File: src/gtrm_pkg.sv
// package for the grid tile residency manager
// types, codes and constants shared by controller, datapath and top level; no dependencies
package gtrm_pkg;

    localparam int TABLE_ENTRIES = 256;
    localparam int IDX_W = $clog2(TABLE_ENTRIES);
    localparam int CNT_W = IDX_W + 1;
    localparam int WINDOW_RADIUS_MAX = 2;
    localparam int EVICT_EVENTS_MAX = 16;

    localparam logic [1:0] OP_ADD = 2'd0;
    localparam logic [1:0] OP_SET = 2'd1;
    localparam logic [1:0] OP_UPDATE = 2'd2;
    localparam logic [1:0] OP_CLEAR = 2'd3;

    localparam logic [2:0] RES_UNLOADED = 3'd0;
    localparam logic [2:0] RES_QUEUED = 3'd1;
    localparam logic [2:0] RES_RESIDENT = 3'd2;
    localparam logic [2:0] RES_ACTIVE = 3'd3;
    localparam logic [2:0] RES_EVICTING = 3'd4;

    localparam logic [2:0] KIND_OK = 3'd0;
    localparam logic [2:0] KIND_FAIL = 3'd1;
    localparam logic [2:0] KIND_ACTIVATED = 3'd2;
    localparam logic [2:0] KIND_QUEUED = 3'd3;
    localparam logic [2:0] KIND_EVICTED = 3'd4;
    localparam logic [2:0] KIND_SUMMARY = 3'd5;

    localparam logic [2:0] CFG_ACTIVE_RADIUS = 3'd0;
    localparam logic [2:0] CFG_PRELOAD_RADIUS = 3'd1;
    localparam logic [2:0] CFG_UNLOAD_RADIUS = 3'd2;
    localparam logic [2:0] CFG_ACTIVATE_BUDGET = 3'd3;
    localparam logic [2:0] CFG_EVICT_BUDGET = 3'd4;

    localparam logic [47:0] BYTES_MAX48 = {48{1'b1}};
    localparam logic [55:0] BYTES_MAX56 = {56{1'b1}};

    typedef struct packed {
        logic [1:0]  op;
        logic signed [15:0] tile_x;
        logic signed [15:0] tile_z;
        logic [3:0]  tile_lod;
        logic [31:0] asset_bytes;
        logic        asset_valid;
        logic [2:0]  new_residency;
    } in_item_t;

    typedef struct packed {
        logic [2:0]  kind;
        logic signed [15:0] out_x;
        logic signed [15:0] out_z;
        logic [3:0]  out_lod;
        logic [8:0]  active_count;
        logic [8:0]  resident_count;
        logic [8:0]  queued_count;
        logic [8:0]  evicting_count;
        logic [8:0]  unloaded_count;
        logic [55:0] resident_bytes;
        logic        budget_limited;
        logic        last;
    } out_item_t;

    typedef struct packed {
        logic [1:0] active_radius;
        logic [1:0] preload_radius;
        logic [9:0] unload_radius;
        logic [6:0] activate_budget;
        logic [4:0] evict_budget;
    } cfg_t;

    // controller to datapath
    typedef struct packed {
        logic       latch_in;     // capture input item and derived limits
        logic       win_start;    // window offset to the first position
        logic       win_next;     // advance window offset
        logic       scan_start;   // entry pointer to 0
        logic       scan_next;    // advance entry pointer
        logic       rd_issue;     // read entry at pointer
        logic       key_sel_win;  // compare key: window tile vs input key
        logic       append;       // create tile at tile_count with compare key
        logic       add_bytes;    // add bytes to matched entry
        logic       set_res;      // set residency of matched entry
        logic       win_apply;    // apply window rule to matched entry
        logic       evict_apply;  // apply eviction rule to read entry
        logic       count_apply;  // accumulate counts from read entry
        logic       clear_tab;    // tile_count to zero
        logic       clr_stats;    // clear update counters
        logic       set_limited;  // full table during window
        logic [2:0] emit_kind;    // kind for a direct result
        logic       emit;         // load output with a direct result
    } ctl_cmd_t;

    // datapath to controller
    typedef struct packed {
        logic match;       // read entry key equals compare key
        logic scan_end;    // pointer reached tile_count
        logic full;        // tile_count at capacity
        logic win_last;    // window offset at last position
        logic bad_res;     // residency code out of range
        logic asset_ok;    // asset_valid
        logic [1:0] op;    // latched op
        logic event_pend;  // an event waits to be emitted
        logic out_busy;    // output register holds a beat
    } ctl_sts_t;

endpackage

File: src/gtrm_ctrl.sv
// controller state machine of the grid tile residency manager
// sequences lookups, window walk, eviction and count scans; uses gtrm_pkg
module gtrm_ctrl (
    input  logic                clk,
    input  logic                rst_n,
    input  logic                in_valid,
    output logic                in_ready,
    input  gtrm_pkg::ctl_sts_t  sts,
    output gtrm_pkg::ctl_cmd_t  cmd
);

    localparam logic [3:0] S_IDLE     = 4'd0;
    localparam logic [3:0] S_DECODE   = 4'd1;
    localparam logic [3:0] S_FIND_RD  = 4'd2;
    localparam logic [3:0] S_FIND_CMP = 4'd3;
    localparam logic [3:0] S_ACT      = 4'd4;
    localparam logic [3:0] S_EMIT     = 4'd5;
    localparam logic [3:0] S_WIN_APPLY = 4'd6;
    localparam logic [3:0] S_WIN_NEXT = 4'd7;
    localparam logic [3:0] S_EV_RD    = 4'd8;
    localparam logic [3:0] S_EV_APPLY = 4'd9;
    localparam logic [3:0] S_CN_RD    = 4'd10;
    localparam logic [3:0] S_CN_APPLY = 4'd11;
    localparam logic [3:0] S_SUMMARY  = 4'd12;

    logic [3:0] state_reg;
    logic [3:0] state_next;
    logic [2:0] kind_reg;
    logic [2:0] kind_next;
    logic       is_win;

    assign is_win = (sts.op == gtrm_pkg::OP_UPDATE);
    assign in_ready = (state_reg == S_IDLE);

    always_ff @(posedge clk or negedge rst_n)
    begin
        if (!rst_n)
        begin
            state_reg <= S_IDLE;
            kind_reg  <= gtrm_pkg::KIND_OK;
        end
        else
        begin
            state_reg <= state_next;
            kind_reg  <= kind_next;
        end
    end

    always_comb
    begin
        state_next = state_reg;
        kind_next  = kind_reg;
        cmd = '0;
        cmd.key_sel_win = is_win;
        cmd.emit_kind = kind_reg;
        unique case (state_reg)
            S_IDLE:
            begin
                if (in_valid)
                begin
                    cmd.latch_in = 1'b1;
                    state_next = S_DECODE;
                end
            end
            S_DECODE:
            begin
                cmd.scan_start = 1'b1;
                case (sts.op)
                    gtrm_pkg::OP_ADD:
                    begin
                        if (!sts.asset_ok)
                        begin
                            kind_next = gtrm_pkg::KIND_FAIL;
                            state_next = S_EMIT;
                        end
                        else
                        begin
                            state_next = S_FIND_RD;
                        end
                    end
                    gtrm_pkg::OP_SET:
                    begin
                        if (sts.bad_res)
                        begin
                            kind_next = gtrm_pkg::KIND_FAIL;
                            state_next = S_EMIT;
                        end
                        else
                        begin
                            state_next = S_FIND_RD;
                        end
                    end
                    gtrm_pkg::OP_CLEAR:
                    begin
                        cmd.clear_tab = 1'b1;
                        kind_next = gtrm_pkg::KIND_OK;
                        state_next = S_EMIT;
                    end
                    default:
                    begin
                        cmd.win_start = 1'b1;
                        cmd.clr_stats = 1'b1;
                        state_next = S_FIND_RD;
                    end
                endcase
            end
            S_FIND_RD:
            begin
                if (sts.scan_end)
                begin
                    if (sts.op == gtrm_pkg::OP_SET || sts.full)
                    begin
                        if (is_win)
                        begin
                            cmd.set_limited = 1'b1;
                            state_next = S_WIN_NEXT;
                        end
                        else
                        begin
                            kind_next = gtrm_pkg::KIND_FAIL;
                            state_next = S_EMIT;
                        end
                    end
                    else
                    begin
                        cmd.append = 1'b1;
                        state_next = S_ACT;
                    end
                end
                else
                begin
                    cmd.rd_issue = 1'b1;
                    cmd.scan_next = 1'b1;
                    state_next = S_FIND_CMP;
                end
            end
            S_FIND_CMP:
            begin
                state_next = sts.match ? S_ACT : S_FIND_RD;
            end
            S_ACT:
            begin
                if (is_win)
                begin
                    state_next = S_WIN_APPLY;
                end
                else
                begin
                    cmd.add_bytes = (sts.op == gtrm_pkg::OP_ADD);
                    cmd.set_res = (sts.op == gtrm_pkg::OP_SET);
                    kind_next = gtrm_pkg::KIND_OK;
                    state_next = S_EMIT;
                end
            end
            S_EMIT:
            begin
                if (!sts.out_busy)
                begin
                    cmd.emit = 1'b1;
                    state_next = S_IDLE;
                end
            end
            S_WIN_APPLY:
            begin
                // one event register: wait until the previous event has moved out
                if (!sts.event_pend)
                begin
                    cmd.win_apply = 1'b1;
                    state_next = S_WIN_NEXT;
                end
            end
            S_WIN_NEXT:
            begin
                cmd.scan_start = 1'b1;
                if (sts.win_last)
                begin
                    state_next = S_EV_RD;
                end
                else
                begin
                    cmd.win_next = 1'b1;
                    state_next = S_FIND_RD;
                end
            end
            S_EV_RD:
            begin
                if (sts.scan_end)
                begin
                    cmd.scan_start = 1'b1;
                    state_next = S_CN_RD;
                end
                else if (!sts.event_pend)
                begin
                    cmd.rd_issue = 1'b1;
                    cmd.scan_next = 1'b1;
                    state_next = S_EV_APPLY;
                end
            end
            S_EV_APPLY:
            begin
                cmd.evict_apply = 1'b1;
                state_next = S_EV_RD;
            end
            S_CN_RD:
            begin
                if (sts.scan_end)
                begin
                    state_next = S_SUMMARY;
                end
                else
                begin
                    cmd.rd_issue = 1'b1;
                    cmd.scan_next = 1'b1;
                    state_next = S_CN_APPLY;
                end
            end
            S_CN_APPLY:
            begin
                cmd.count_apply = 1'b1;
                state_next = S_CN_RD;
            end
            S_SUMMARY:
            begin
                cmd.emit_kind = gtrm_pkg::KIND_SUMMARY;
                if (!sts.out_busy && !sts.event_pend)
                begin
                    cmd.emit = 1'b1;
                    state_next = S_IDLE;
                end
            end
            default:
            begin
                state_next = S_IDLE;
            end
        endcase
    end

endmodule

File: config.mk
export PLATFORM = sky130hd
export DESIGN_NAME = gtrm_ctrl
export DESIGN_NICKNAME = d
export VERILOG_FILES = /design/src/gtrm_pkg.sv /design/src/gtrm_ctrl.sv
export SDC_FILE = /design/constraint.sdc
export NUM_CORES = 1
export LEC_CHECK = 0
export ABC_AREA = 0
export BUFFER_PORTS_ARGS = -buffer_cell sky130_fd_sc_hd__buf_2
export CAP_MARGIN = 20
export CORE_MARGIN = 5
export CORE_UTILIZATION = 45
export DETAILED_ROUTE_END_ITERATION = 8
export PLACE_DENSITY_LB_ADDON = 0.25
export SLEW_MARGIN = 10
export SYNTH_ARGS = -nofsm -noshare
export SYNTH_HDL_FRONTEND = slang
export SYNTH_SLANG_ARGS = --single-unit
File: constraint.sdc
create_clock -name clk -period 1.75 [get_ports clk]
set_input_delay 0.175 -clock clk [delete_from_list [all_inputs] [get_ports clk]]
set_output_delay 0.175 -clock clk [all_outputs]
set_load 0.05 [all_outputs]
Word level (Yosys, flattened, before mapping):

Index checks and enable logic that the tools add are counted.

* output and inout port bits: 21
* bits in registers: 7

* eq/ne operators: 27
* mux-type cells: 56
* reduce and logical (&&, ||, !) cells: 12

Operators by type and width (count)
* 4-bit one-hot mux with 13 select lines: 1
* 4-bit two-way mux: 9
* 3-bit two-way mux: 11
* 1-bit two-way mux: 21
* 4-bit equality test (second input constant): 5
* 3-bit one-hot mux with 3 select lines: 2
* 4-bit by 3-bit equality test with 1-bit output (second input constant): 4
* 2-bit two-way mux: 8
* 2-bit inequality test (second input constant): 8
* 4-bit one-hot mux with 3 select lines: 1
* 3-bit inequality test (second input constant): 3
* 4-bit by 2-bit equality test with 1-bit output (second input constant): 2
* 8-bit AND reduction: 1
* 5-bit AND reduction: 1
* 2-bit equality test (second input constant): 2
* 4-bit by 1-bit equality test with 1-bit output (second input constant): 1
* 4-bit zero test: 1
* 4-bit by 3-bit inequality test with 1-bit output (second input constant): 1
* 1-bit one-hot mux with 2 select lines: 2
* 2-bit one-hot mux with 2 select lines: 1
* 2-bit OR reduction: 2
* 3-bit nonzero test: 1
* 3-bit OR reduction: 1
* 2-bit by 1-bit equality test with 1-bit output (second input constant): 1
* 4 further kinds: 5

Longest topological paths before layout:

Gate-level depths: netlist of the first run.

* depth after elaboration: 5
* depth in mapped cells: 6
* mapped depth without buffers: 4

Least setup slack after synthesis of the first run:

No wires, ideal clock.

* path kind: reg2out
* start point: reg state_reg[3]
* end point: out cmd[15] in the netlist's numbering
* buffers on the path: 3
* data required time: 1.575 ns
* slack: -1.263 ns
* data arrival time: 2.838 ns
* stages on the path, launching flop included: 7
* cell sequence: dfrtp_1 > buf_2 > inv_1 > clkbuf_1 > o21a_1 > nor4_1 > buf_4

RTL lines
* start: declaration: line gtrm_ctrl.sv:26 `logic [3:0] state_reg;`
* start signal: assignment: line gtrm_ctrl.sv:44 `state_reg <= state_next;`
* end: declaration: line gtrm_ctrl.sv:9 `output gtrm_pkg::ctl_cmd_t cmd`

==> impl_metrics.csv, run 1 <==
group,metric,value,unit
status,violations,"setup timing",
yosys,ys_ff_latch,5,
yosys,yosys.cell_types.count,43,
worst_setup_path,crit_path_start_kind,"flip-flop",
worst_setup_path,critPathSlowestCell,"sky130_fd_sc_hd__or4b_4",
timing,final_hold_viol_count,0,
pwr,peakVddDrop,1.38,mV
detailed_routing,detailedRoute.firstIterationViolations,26,
worst_setup_path,worstSetupPathType,"reg -> out",
global_routing,use_met2,36.0,%
yosys,syn-num-nets,111,
die,fp-row-count,14,
worst_setup_path,crit_path_max_incr_delay,0.58,ns
worst_setup_path,critical_path_required,1.57,ns
yosys,ys_warn_count,0,
layout,finish.instance_area,0.00128,mm2
yosys,synth_async_sr_flop_share,100,%
clock_tree,cts_made_buffers,3,
global_routing,grt-ovfl-total,0,
global_routing,groute.layer.met3.usage,4.82,%
placed_design,port_buffer_count,32,
layout,layout.cells.most_common_list,"28 x sky130_fd_sc_hd__buf_4, 15 x sky130_fd_sc_hd__buf_2, 12 x sky130_fd_sc_hd__buf_6",
worst_setup_path,critPathCaptureType,"output port",
global_routing,antenna_found_initial,0,
global_routing,grt.total_usage,20.6,%
placed_design,dpl_cell_area,0.00103,mm2
die,initial_util,47.2,%
global_routing,grt_max_degree,14,
worst_setup_path,worstPathCellList,"or4b_4, nor3b_4, buf_6",
global_routing,global_route_wire_length_before_repair,4170,um
layout,syn_to_final_growth,81.7,%
clock_tree,tritoncts,"built",
worst_setup_path,cpLargestDelayFamily,"simple AND/OR/NAND/NOR gates",
pwr,leakage,0.568,nW
die,dieHeight,49.5,um
yosys,synth_seq_area_share,17.8,%
placed_design,place.gp.congestion,0.872,
clock_tree,htreeDepth,1,
detailed_routing,routed_via_count,985,
die,die_area,0.00245,mm2
timing,finalSetupViolations,6,
status,status,"finished with violations",
clock_tree,cts_sinks,5,
placed_design,post-dp-hpwl,1820,um
worst_setup_path,path_buf_inv,1,
die,core_area,0.00149,mm2
worst_setup_path,worst_ep_arrival_time,1.64,ns
pwr,total_power_divided_by_cell_area,1900,mW/mm2
layout,final_layout_size_suffix_gt1_share,61.0,%
yosys,postSynthAreaPerCell,7.18,um2
timing,period_minus_slack,1.82,ns
layout,final_util,85.8,%
global_routing,global_route.usage.met1,26.1,%
layout,fin_nets,160,
detailed_routing,iteration_count_of_the_initial_detailed_routing_pass,4,
die,io-pin-count,34,
timing,layout_setup_ws,-0.0673,ns
detailed_routing,route.antenna.remaining_nets,0,
layout,largest_register_ffs,4,
pwr,total_power,2.43,mW
worst_setup_path,worstPathMaxFanout,3,
timing,final.setup.tns,-0.219,ns
detailed_routing,finalWirelength,2650,um
worst_hold_path,hold_class,"in -> reg",
yosys,synthFlopType,"sky130_fd_sc_hd__dfrtp_1",
detailed_routing,drc,0,
run,maxCapViolations,0,
yosys,post_synth_edffs,0,
global_routing,grt_most_used_layer,"met2",
timing,skew,0.00519,ns
timing,timing.final.max_slew_violations,0,
timing,rsz0062_at_grt,"true",
yosys,post_synth_inst_count,98,
detailed_routing,avgRoutedWirePerCell,16.4,um
timing,clock.fmax,550,MHz
global_routing,first_global_vias,901,
die,die_w,49.5,um
timing,layout_worst_path_cycle_share,104,%
clock_tree,clk_path_buf_depth,2,
clock_tree,cts.root.buffer_cell,"sky130_fd_sc_hd__clkbuf_4",
yosys,netlist_area,703,um2
clock_tree,path_clk_slew,0.04,ns
clock_tree,clkLatencyLatePin,0.25,ns
layout,mostFrequentLayoutCell,"sky130_fd_sc_hd__buf_4",
detailed_routing,detail_route.vias_per_cell,6.08,
layout,antenna_cells_inserted,0,
## cells in the mapped netlist, drive strengths merged, types with 2 or more instances
cell type,instances,area share (%)
a21oi,5,3.6
a31oi,3,2.7
buf,7,7.3
clkbuf,5,2.7
dfrtp,5,18
inv,5,2.7
nand2,8,4.3
nand2b,5,4.4
nand4,2,1.8
nor2,6,3.2
nor2b,7,6.2
nor3,6,4.3
nor3b,2,2.1
nor4,2,1.8
o21ai,5,3.6
o311ai,2,2.5
or4b,2,3.4
## layer usage
| metal | vias to the layer above | routed length [um] | share of wire (%) |
|---|---|---|---|
| li1 | 455 | - | - |
| met1 | 474 | 1030 | 39 |
| met2 | 50 | 1360 | 51 |
| met3 | 6 | 213 | 8.0 |
| met4 | 0 | 46 | 1.7 |
| met5 | - | 0 | 0 |
## worst reg2reg max path, stage by stage (launching register included)
cell and delay [ns]:
sky130_fd_sc_hd__dfrtp_1 0.39, sky130_fd_sc_hd__or4b_4 0.58, sky130_fd_sc_hd__buf_4 0.17, sky130_fd_sc_hd__a311oi_2 0.23, sky130_fd_sc_hd__a211oi_2 0.11, sky130_fd_sc_hd__a31oi_1 0.16
## report_power, final
group	switching, mW	internal (mW)	total (mW)
sequential	0.0578	0.178	0.236
clock	0.0506	0.0864	0.137
combinational	1.18	0.879	2.06
total	1.29	1.14	2.43
## kinds of logic (layout without fill, tap and decap cells)
kind of cell           Yosys count  after routing  share of synthesized area, %
multiplexers                     1              1                          1.60
other                            1              1                         0.533
flip-flops                       5              5                          17.8
AND/OR/NAND/NOR                 48             48                          40.4
buffers and inverters           17             65                          12.6
AO/OA/AOI/OAI                   26             26                          27.0
## cell type report
type / instances / area, um2
Sequential cell: 5 / 126
Multi-Input combinational cell: 76 / 648
Fill cell: 91 / 211
Tap cell: 16 / 20.0
Clock buffer: 4 / 26.3
Inverter: 5 / 26.3
Timing Repair Buffer: 56 / 430
## through the flow
step	hold slack, ns	cells	setup WS (ns)
4_1_cts	0.265	159	-0.0679
3_5_place_dp	-0.00675	147	0.0251
6_report	0.270	162	-0.0673
3_3_place_gp	-0.0112	147	0.0707
5_1_grt	0.283	162	-0.134
2_1_floorplan	-0.121	98	-0.278
## final timing paths
kind	from	end	slack [ns]	cells after the start
worst max-delay path	state_reg[3]	cmd[5]	-0.07	3
worst min-delay path	sts[6]	state_reg[3]	0.27	2
worst max register to register	state_reg[3]	kind_reg[0]	0.03	5
worst min register to register	kind_reg[0]	kind_reg[0]	0.58	2
max in group asynchronous	rst_n	state_reg[0]	1.32	2
min in group asynchronous	rst_n	kind_reg[0]	0.28	2
## repair_timing
action | 4_1_cts | 5_1_grt
setup endpoints to repair | 16 | 20
pin swaps | 4 | 6
endpoints found under the hold margin | 5 | 0
hold buffers | 1 | 0
setup buffers | 7 | 3
gates resized for setup | 26 | 20
(Power assumes the default switching activity.)
==> run 2, diff against run 1 <==
--- a/config.mk
+++ b/config.mk
@@ -5,14 +5,13 @@
 export SDC_FILE = /design/constraint.sdc
 export NUM_CORES = 1
 export LEC_CHECK = 0
-export ABC_AREA = 0
+export ABC_AREA = 1
 export BUFFER_PORTS_ARGS = -buffer_cell sky130_fd_sc_hd__buf_2
 export CAP_MARGIN = 20
 export CORE_MARGIN = 5
 export CORE_UTILIZATION = 45
 export DETAILED_ROUTE_END_ITERATION = 8
 export PLACE_DENSITY_LB_ADDON = 0.25
-export SLEW_MARGIN = 10
 export SYNTH_ARGS = -nofsm -noshare
 export SYNTH_HDL_FRONTEND = slang
 export SYNTH_SLANG_ARGS = --single-unit
==> constraint.sdc (replaced) <==
create_clock -name clk -period 1.8 [get_ports clk]
set_input_delay 0.18 -clock clk [delete_from_list [all_inputs] [get_ports clk]]
set_output_delay 0.18 -clock clk [all_outputs]
set_load 0.05 [all_outputs]
==> impl_metrics.csv, run 2 <==
group,metric,value,unit
clock_tree,path_clk_slew,0.04,ns
clock_tree,htreeDepth,1,
yosys,post_synth_inst_count,130,
yosys,post-synth-top-count-cell,"sky130_fd_sc_hd__nand2_1",
yosys,synth_largest_area_cell,"sky130_fd_sc_hd__nand2_1",
timing,clock.fmax,578,MHz
global_routing,grt_max_degree,9,
timing,holdWs,0.302,ns
worst_setup_path,setup.reg_to_reg.worst_slack,0.43,ns
clock_tree,tritoncts,"built",
worst_setup_path,rr_worst_depth,8,
pwr,peakVddDrop,0.896,mV
die,die_w,50.3,um
worst_setup_path,critical_path_required,1.62,ns
yosys,yosys.cell_types.count,25,
placed_design,dpl_cell_area,917,um2
global_routing,antenna_found_initial,0,
worst_setup_path,worst_ep_arrival_time,1.55,ns
detailed_routing,wl_met2,967,um
global_routing,grt.total_usage,16.6,%
placed_design,place.gp.congestion,0.875,
timing,rsz0062_at_grt,"true",
die,dieHeight,50.3,um
layout,fin_nets,176,
pwr,total_power,1.72,mW
clock_tree,cts_made_buffers,3,
worst_hold_path,hold_class,"in -> reg",
yosys,ys_ff_latch,5,
layout,final_util,64.4,%
worst_setup_path,critPathCaptureType,"output port",
die,io-pin-count,34,
clock_tree,clk_path_buf_depth,2,
yosys,post_synth_edffs,0,
timing,final_hold_viol_count,0,
layout,mostFrequentLayoutCell,"sky130_fd_sc_hd__nand2_1",
detailed_routing,route.antenna.remaining_nets,0,
worst_setup_path,worstSetupPathType,"reg -> out",
detailed_routing,routed.top_layer,"met3",
die,core_area,0.00152,mm2
placed_design,post-dp-hpwl,1720,um
layout,layout.cells.most_common_list,"36 x sky130_fd_sc_hd__nand2_1, 26 x sky130_fd_sc_hd__buf_2, 19 x sky130_fd_sc_hd__inv_1",
clock_tree,post_cts_buffers,0,
layout,largest_register_ffs,4,
detailed_routing,iteration_count_of_the_initial_detailed_routing_pass,4,
pwr,leakage,0.594,nW
layout,syn_to_final_growth,34.4,%
yosys,netlist_area,731,um2
timing,period_minus_slack,1.73,ns
clock_tree,cts_sinks,5,
worst_hold_path,number_of_cells_on_the_worst_hold_path,3,
die,initial_util,47.9,%
yosys,ys_warn_count,0,
detailed_routing,detail_route.wirelength.met1,879,um
timing,finalSetupViolations,0,
timing,layout_worst_path_cycle_share,96.1,%
layout,antenna_cells_inserted,0,
detailed_routing,avgRoutedWirePerCell,11.4,um
clock_tree,cts.root.buffer_cell,"sky130_fd_sc_hd__clkbuf_4",
worst_setup_path,rr_startpoint,"state_reg[1]",
timing,final.setup.tns,0,ns
yosys,postSynthAreaPerCell,5.62,um2
layout,final_layout_size_suffix_gt1_share,37.0,%
die,die_area,0.00253,mm2
detailed_routing,finalWirelength,2030,um
worst_setup_path,crit_path_start_kind,"flip-flop",
die,fp-row-count,14,
detailed_routing,detailedRoute.firstIterationViolations,19,
timing,skew,0.00254,ns
worst_hold_path,timing.hold.worst_endpoint,"state_reg[0]",
worst_setup_path,worstPathMaxFanout,4,
yosys,synth_seq_area_share,17.1,%
timing,timing.final.max_slew_violations,0,
status,status,"completed",
yosys,syn-num-nets,143,
yosys,synth_top_area_share,19.5,%
worst_setup_path,worst_r2r_endpoint,"state_reg[0]",
placed_design,port_buffer_count,32,
detailed_routing,drc,0,
global_routing,grt-ovfl-total,0,
global_routing,global_route_wire_length_before_repair,3470,um
clock_tree,clkLatencyLatePin,0.23,ns
yosys,synth.top_cells.by_count,"38 x sky130_fd_sc_hd__nand2_1, 19 x sky130_fd_sc_hd__inv_1, 17 x sky130_fd_sc_hd__nor2_1",
yosys,synthFlopType,"sky130_fd_sc_hd__dfrtp_1",
detailed_routing,routed_via_count,926,
layout,finish.instance_area,982,um2
detailed_routing,met3_length,179,um
yosys,yosys-top-cells-area,"sky130_fd_sc_hd__nand2_1 20%, sky130_fd_sc_hd__dfrtp_1 17%, sky130_fd_sc_hd__inv_1 9.8%",
yosys,synth_async_sr_flop_share,100,%
worst_hold_path,worstHoldStart,"sts[0]",
run,maxCapViolations,0,
detailed_routing,detail_route.vias_per_cell,5.20,
global_routing,first_global_vias,847,
pwr,total_power_divided_by_cell_area,1760,mW/mm2
run 2: cell count changes after synthesis, sizes merged, moves of 2 or more:
cell and delta:
a21oi -3, a31oi -3, buf -2, clkbuf -5
inv +15, nand2 +36, nand2b -5, nand3 +13
nor2 +15, nor2b -7, nor3b -2, o311ai -2
or4b -2
run 2: how the worst max path moves through the flow:
stage / startpoint / endpoint / slack (ns) / cells past startpoint
floorplan: state_reg[2] / cmd[15] / -0.01 / 6
finish: state_reg[1] / cmd[14] / 0.07 / 6
CTS: state_reg[3] / cmd[5] / -0.04 / 6
global route: state_reg[2] / cmd[14] / -0.02 / 6
global placement: state_reg[3] / cmd[6] / 0.24 / 6
detailed placement: state_reg[3] / cmd[5] / 0.21 / 6
run 2: metal layers:
metal,vias to the layer above,track usage (%)
li1,478,-
met1,412,22.2
met2,36,28.0
met3,0,3.55
met4,0,2.55
met5,-,0
run 2: cells by family after synthesis:
| kind of cell | after synthesis | synth area share [%] |
|---|---|---|
| simple gates | 90 | 59.6 |
| buf+inv | 25 | 15.4 |
| other cells | 1 | 0.513 |
| flops | 5 | 17.1 |
| compound gates | 9 | 7.36 |
run 2: metrics by stage:
step                instances  setup slack (ns)
global route              178           -0.0212
global placement          173             0.240
CTS                       178           -0.0389
floorplan                 130           -0.0141
detailed placement        173             0.215
finish                    178            0.0702
run 2: power by group:
part           leakage (nW)  total, mW  internal (mW)  switching (mW)
sequential           0.0616      0.279          0.174           0.106
clock                0.0150      0.123         0.0834          0.0395
combinational         0.517       1.32          0.372           0.949
run 2: timing repair:
| action | 4_1_cts | 5_1_grt |
|---|---|---|
| gates resized for setup | 3 | 11 |
| hold buffers | 1 | 0 |
| pin swaps | 0 | 0 |
| hold endpoints to repair | 5 | 0 |
| endpoints found under the setup margin | 5 | 11 |
run 2: final cells by class:
type | count | area [um2]
tap | 16 | 20.0
timing repair buffer | 33 | 185
clock buffer | 4 | 26.3
inverter | 20 | 77.6
fill | 159 | 542
sequential | 5 | 126
multi-input combinational | 100 | 547
run 2: worst max-delay path: stages, from the launching register on:
cell	delay, ns
sky130_fd_sc_hd__dfrtp_1	0.43
sky130_fd_sc_hd__inv_1	0.16
sky130_fd_sc_hd__nand2_2	0.12
sky130_fd_sc_hd__nor2_2	0.12
sky130_fd_sc_hd__nand2_2	0.09
sky130_fd_sc_hd__o21ai_2	0.13
sky130_fd_sc_hd__buf_2	0.28
